[src/rtl/sct_div.sv]
// Pipelined restoring divider, one quotient bit per register stage.
// Self-contained; instantiated by sample_count_to_timecode.
`timescale 1ns / 1ps

module sct_div #(
    parameter int QW = 32,
    parameter int DW = 25,
    parameter int PW = 1
) (
    input  logic          i_clk,
    input  logic          i_rst_n,
    input  logic          i_en,
    input  logic          i_vld,
    input  logic [QW-1:0] i_num,
    input  logic [DW-1:0] i_den,
    input  logic [PW-1:0] i_side,
    output logic          o_vld,
    output logic [QW-1:0] o_quo,
    output logic [DW-1:0] o_rem,
    output logic [PW-1:0] o_side
);

    // Numerator bits shift out of the top of r_nq while quotient bits
    // shift in at the bottom.
    logic          r_vld  [QW];
    logic [DW-1:0] r_rem  [QW];
    logic [QW-1:0] r_nq   [QW];
    logic [DW-1:0] r_den  [QW];
    logic [PW-1:0] r_side [QW];

    for (genvar gs = 0; gs < QW; gs++) begin : g_stage
        logic          w_vld;
        logic [DW-1:0] w_rem;
        logic [QW-1:0] w_nq;
        logic [DW-1:0] w_den;
        logic [PW-1:0] w_side;
        logic [DW:0]   w_try;
        logic [DW:0]   w_diff;
        logic          w_ge;
        logic [DW-1:0] n_rem;

        if (gs == 0) begin : g_first
            assign w_vld  = i_vld;
            assign w_rem  = '0;
            assign w_nq   = i_num;
            assign w_den  = i_den;
            assign w_side = i_side;
        end else begin : g_next
            assign w_vld  = r_vld[gs-1];
            assign w_rem  = r_rem[gs-1];
            assign w_nq   = r_nq[gs-1];
            assign w_den  = r_den[gs-1];
            assign w_side = r_side[gs-1];
        end

        assign w_try  = {w_rem, w_nq[QW-1]};
        assign w_ge   = (w_try >= {1'b0, w_den});
        assign w_diff = w_try - {1'b0, w_den};
        assign n_rem  = w_ge ? w_diff[DW-1:0] : w_try[DW-1:0];

        always_ff @(posedge i_clk) begin
            if (!i_rst_n) begin
                r_vld[gs] <= 1'b0;
            end else if (i_en) begin
                r_vld[gs] <= w_vld;
            end
        end

        always_ff @(posedge i_clk) begin
            if (i_en) begin
                r_rem[gs]  <= n_rem;
                r_nq[gs]   <= {w_nq[QW-2:0], w_ge};
                r_den[gs]  <= w_den;
                r_side[gs] <= w_side;
            end
        end
    end

    assign o_vld  = r_vld[QW-1];
    assign o_quo  = r_nq[QW-1];
    assign o_rem  = r_rem[QW-1];
    assign o_side = r_side[QW-1];

endmodule

[config.mk]
export PLATFORM = sky130hd
export DESIGN_NAME = sct_div
export DESIGN_NICKNAME = d
export VERILOG_FILES = /design/src/rtl/sct_div.sv
export SDC_FILE = /design/constraint.sdc
export NUM_CORES = 2
export LEC_CHECK = 0
export BUFFER_PORTS_ARGS = -buffer_cell sky130_fd_sc_hd__buf_2
export CAP_MARGIN = 20
export CORE_ASPECT_RATIO = 0.6
export CORE_MARGIN = 1.5
export CORE_UTILIZATION = 45
export CTS_CLUSTER_DIAMETER = 200
export DETAILED_ROUTE_END_ITERATION = 10
export PLACE_DENSITY = 0.65
export SLEW_MARGIN = 20
export SYNTH_ARGS = -nofsm -noshare
export SYNTH_HDL_FRONTEND = slang
export SYNTH_SLANG_ARGS = --single-unit
[constraint.sdc]
create_clock -name i_clk -period 7.6 [get_ports i_clk]
set_input_delay 0.38 -clock i_clk [delete_from_list [all_inputs] [get_ports i_clk]]
set_output_delay 0.38 -clock i_clk [all_outputs]
set_load 0.05 [all_outputs]
# Yosys cells after proc, flatten, opt, wreduce, memory -nomap -nowiden
# Memory sizes are Yosys's and may differ from the RTL's.
# Index checks and enable logic that the tools add are counted.
[word_totals]
register_bits = 0
ram_bits = 2688
inputBits = 62
elab_cells = 170
mem_count = 5
[classes]
n_addsub = 32
order_cmp = 32
muxes = 69
n_bitwise = 32
[memory_table]
columns = ["name", "depth", "width", "rd", "rd_ports_with_merged_regs", "wr", "line_no", "source"]
rows = [
  ["r_nq", 32, 32, 32, 0, 32, "27", "logic [QW-1:0] r_nq [QW];"],
  ["r_den", 32, 25, 31, 0, 32, "28", "logic [DW-1:0] r_den [QW];"],
  ["r_rem", 32, 25, 32, 0, 32, "26", "logic [DW-1:0] r_rem [QW];"],
  ["r_side", 32, 1, 32, 0, 32, "29", "logic [PW-1:0] r_side [QW];"],
  ["r_vld", 32, 1, 32, 0, 32, "25", "logic r_vld [QW];"],
]
[op_table]
columns = ["op", "n"]
rows = [
  [">= comparator 26 x 25 -> 1 bit", 31],
  ["two-way mux 25 bit", 32],
  ["subtractor 25 bit", 31],
  ["two-way mux 1 bit", 37],
  ["OR 1 bit", 32],
  [">= comparator 1 x 25 -> 1 bit", 1],
  ["subtractor 1 x 25 -> 25 bit", 1],
]

# Logic depth before layout (Yosys ltp)
[depth]
ltp_word = 4
mapped_depth = 16
mapped_depth_nobuf = 14

# Worst setup path before layout
# OpenSTA, ideal clock, no wires.
[synth_timing]
path_kind = "reg-to-reg"
startpoint = "memory r_nq[20][31]"
endpoint = "memory r_rem[21][16], data pin"
arrival_time_ns = 3.284
path_slack_ns = 4.056
stages_incl_launch_ff = 15
path_cell_list = "edfxtp_1 -> inv_1 -> ha_1 -> inv_1 -> fa_1 -> a21oi_1 -> o22ai_1 -> o31ai_1 -> a21oi_1 -> o21a_1 -> a2111oi_0 -> o21ai_1 -> a211oi_4 -> buf_4 -> mux2_2"
[synth_rtl]
columns = ["element", "line_no"]
rows = [
  ["start, declared", "27"],
  ["end, declared", "26"],
]

==> flow_metrics.env <==
export IMPL_fp_row_count=152
export IMPL_r2r_end="r_rem[9][3]"
export IMPL_antenna_left=0
export IMPL_synthCells=10100
export IMPL_seq_area_frac_synth_pct=61.5
export IMPL_timing_rr_start="r_nq[8][31]"
export IMPL_yosys_area_top_type="edfxtp_1"
export IMPL_cts_root_buffer="clkbuf_16"
export IMPL_finalHoldViolCount=0
export IMPL_rsz0062_at_grt="false"
export IMPL_r2r_slack_ns=2.34
export IMPL_cts_sinks=2663
export IMPL_yosys_most_used_dff="edfxtp_1"
export IMPL_yosysMostFrequentCell="edfxtp_1"
export IMPL_area_growth_pct=11.1
export IMPL_synth_compound_area_share_pct=11.3
export IMPL_drive_gt1_share_pct=10.1
export IMPL_layout_cells_non_filler=14500
export IMPL_dr_wl_met2_um=114000
export IMPL_fillerInstances=24700
export IMPL_initial_core_util_pct=45.4
export IMPL_design_die_area_mm2=0.292
export IMPL_hold_depth=2
export IMPL_synth_common_cells="2662 x edfxtp_1, 1052 x inv_1, 777 x ha_1"
export IMPL_multi_input_area_mm2=0.0454
export IMPL_synth_top_family_by_area="compound AO/OA/AOI/OAI gates"
export IMPL_clk_latency_ns=0.87
export IMPL_ios=121
export IMPL_grt_pass1_wl_um=443000
export IMPL_port_buffers=120
export IMPL_numCtsBuffers=270
export IMPL_finalWirelength_um=286000
export IMPL_endpoint="r_rem[9][3]"
export IMPL_yosys_register_bits=2663
export IMPL_h_tree_depth=5
export IMPL_startpoint="r_nq[8][31]"
export IMPL_synthAdderAreaFrac_pct=7.95
export IMPL_tightest_slew_ns=1.23
export IMPL_vdd_drop_max_uv=197
export IMPL_synthTopCellsByArea="edfxtp_1 61%, ha_1 7.5%, mux2_2 3.4%, inv_1 3.0%, a21oi_1 3.0%"
export IMPL_grtUsageTotal_pct=19.1
export IMPL_synth_nets=11000
export IMPL_fmax_mhz=190
export IMPL_synth_edf_count=2662
export IMPL_worstSetupStartpointType="flop"
export IMPL_fin_skew_ns=0.0510
export IMPL_fp_dieW_um=697
export IMPL_routedLengthMet1_um=145000
export IMPL_synth_top_cell_area_share_pct=61.4
export IMPL_cp_max_fo=31
export IMPL_cts_tree="yes"
export IMPL_vias=79500
export IMPL_grt_overflow_total=0
export IMPL_powerDensity_mw_per_mm2=420
export IMPL_setup_viol=0
export IMPL_placed_cells=13900
export IMPL_wl_met3_um=21900
export IMPL_fin_crit_sh_pct=69.2
export IMPL_arrival_ns=5.82
export IMPL_drtPass1Iterations=6
export IMPL_hpwl_um=206000
export IMPL_drv_cap=0
export IMPL_antenna_found_initial=17
export IMPL_endpoint_kind="flop"
export IMPL_clkSlewWorstSetupHoldPaths_ns=0.07
export IMPL_cts_buffer_depth=4
export IMPL_hold_path_class="in -> reg"
export IMPL_top_layer="met5"
export IMPL_r2r_cells=15
export IMPL_maxSlewViolCount=0
export IMPL_viasPerCell=5.49
export IMPL_yosys_mux_area_fraction_pct=3.90
export IMPL_grt_max_degree=182
export IMPL_drc=0
export IMPL_tns_ns=0
export IMPL_required_ns=8.16
export IMPL_drt_initial_drc_count=7595
export IMPL_ys_warn_count=0
export IMPL_cts_resized=0
export IMPL_synthSimpleGateAreaFrac_pct=7.55
export IMPL_p_leak_nw=56.7
export IMPL_postSynthAreaPerCell_um2=12.9
export IMPL_ys_types=105
export IMPL_fin_nets=11300
export IMPL_fp_dieH_um=420
export IMPL_grt_pass1_vias=76400
export IMPL_netlist_area_mm2=0.130
export IMPL_yosys_area_share_xor_xnor_pct=4.11
export IMPL_critPathKind="reg -> reg"
export IMPL_final_seq_area_mm2=0.0800
export IMPL_max_slew_margin_pct=17.3
export IMPL_gp_congestion=0.919
export IMPL_wire_per_inst_um=19.8
export IMPL_synthArstFlopShare_pct=0
export IMPL_status="finished clean"
export IMPL_fin_crit_ns=5.26
export IMPL_core_mm2=0.287
-- through the flow --
stage	hold WS [ns]	cell area, um^2	power, mW	utilization [%]	worst slack [ns]
floorplan	0.400	130000	40.9	-	4.06
global placement	0.400	135000	46.9	47.2	2.47
detailed placement	0.405	135000	47.4	47.2	2.48
CTS	0.134	144000	60.8	50.4	2.46
global route	0.172	145000	64.6	50.4	1.97
finish	0.223	145000	60.7	50.4	2.34
-- what timing repair did --
action | in CTS | in global routing
setup endpoints to repair | 0 | 0
endpoints found under the hold margin | 108 | 0
buffers inserted | 0 | 0
hold buffers | 61 | 0
-- cell type report --
type,instances,share of cell area (%)
inverters,1061,2.76
diodes,4,0.00693
well taps,3850,3.33
clock buffers,309,4.88
flip-flops and latches,2663,55.3
repair buffers,243,1.33
clock inverters,161,0.951
multi-input cells,6186,31.4
-- placed cells by master (no fill, tap or decap), types with 98 or more instances in the layout --
master,synthesis,layout
edfxtp_1,2662,2662
o21bai_1,112,111
inv_1,1052,1052
xor2_1,201,201
o21ai_0,394,393
and3_1,107,107
a21oi_1,774,771
nand4_1,108,108
nand3_1,157,157
o21a_1,98,98
nor2_1,562,562
nor3_1,149,149
a21o_1,344,344
nand2_1,487,487
ha_1,777,777
buf_2,31,119
clkbuf_16,0,278
mux2_2,389,389
xnor2_1,409,409
-- worst max-delay path, stage by stage (launching register included) --
cell	delay [ns]
edfxtp_1	0.39
inv_1	0.08
ha_1	0.17
inv_1	0.07
fa_1	0.42
a21o_1	0.20
a221oi_1	0.60
nor3b_1	0.14
a211oi_1	0.44
o31ai_1	0.21
buf_4	0.20
o221ai_1	0.19
and2_1	0.76
inv_1	0.72
nor2_1	0.27
a21oi_1	0.08
-- logic make-up after synthesis --
family / count (synthesis)
buf+inv: 1246
compound gates: 2296
mux: 452
fa+ha+maj: 808
simple gates: 2020
xor+xnor: 610
flops: 2663
-- sequential cells by signal, summed over array words and instances, names as in the netlist --
register,count
r_vld,32
r_rem,800
r_side,32
r_den,775
r_nq,1024
-- worst min-delay path by stage --
stage	start	slack, ns	to
floorplan	r_nq[9][9]	0.40	r_nq[10][10]
global placement	r_nq[14][15]	0.40	r_nq[15][16]
detailed placement	r_nq[9][20]	0.40	r_nq[10][21]
CTS	i_num[23]	0.13	r_nq[0][24]
global route	i_num[23]	0.17	r_nq[0][24]
finish	i_num[22]	0.22	r_nq[0][23]
-- power breakdown --
part | internal, mW | switching (mW)
Clock | 7.33 | 5.68
Sequential | 20.7 | 1.92
Combinational | 10.8 | 14.3
Total | 38.8 | 21.9
-- metal layers --
metal / track usage, % / vias up
li1: - / 38200
met1: 30.5 / 38700
met2: 26.1 / 2185
met3: 4.32 / 371
met4: 4.17 / 6
met5: 0 / -
No activity file was read; power rests on OpenSTA's default activity.
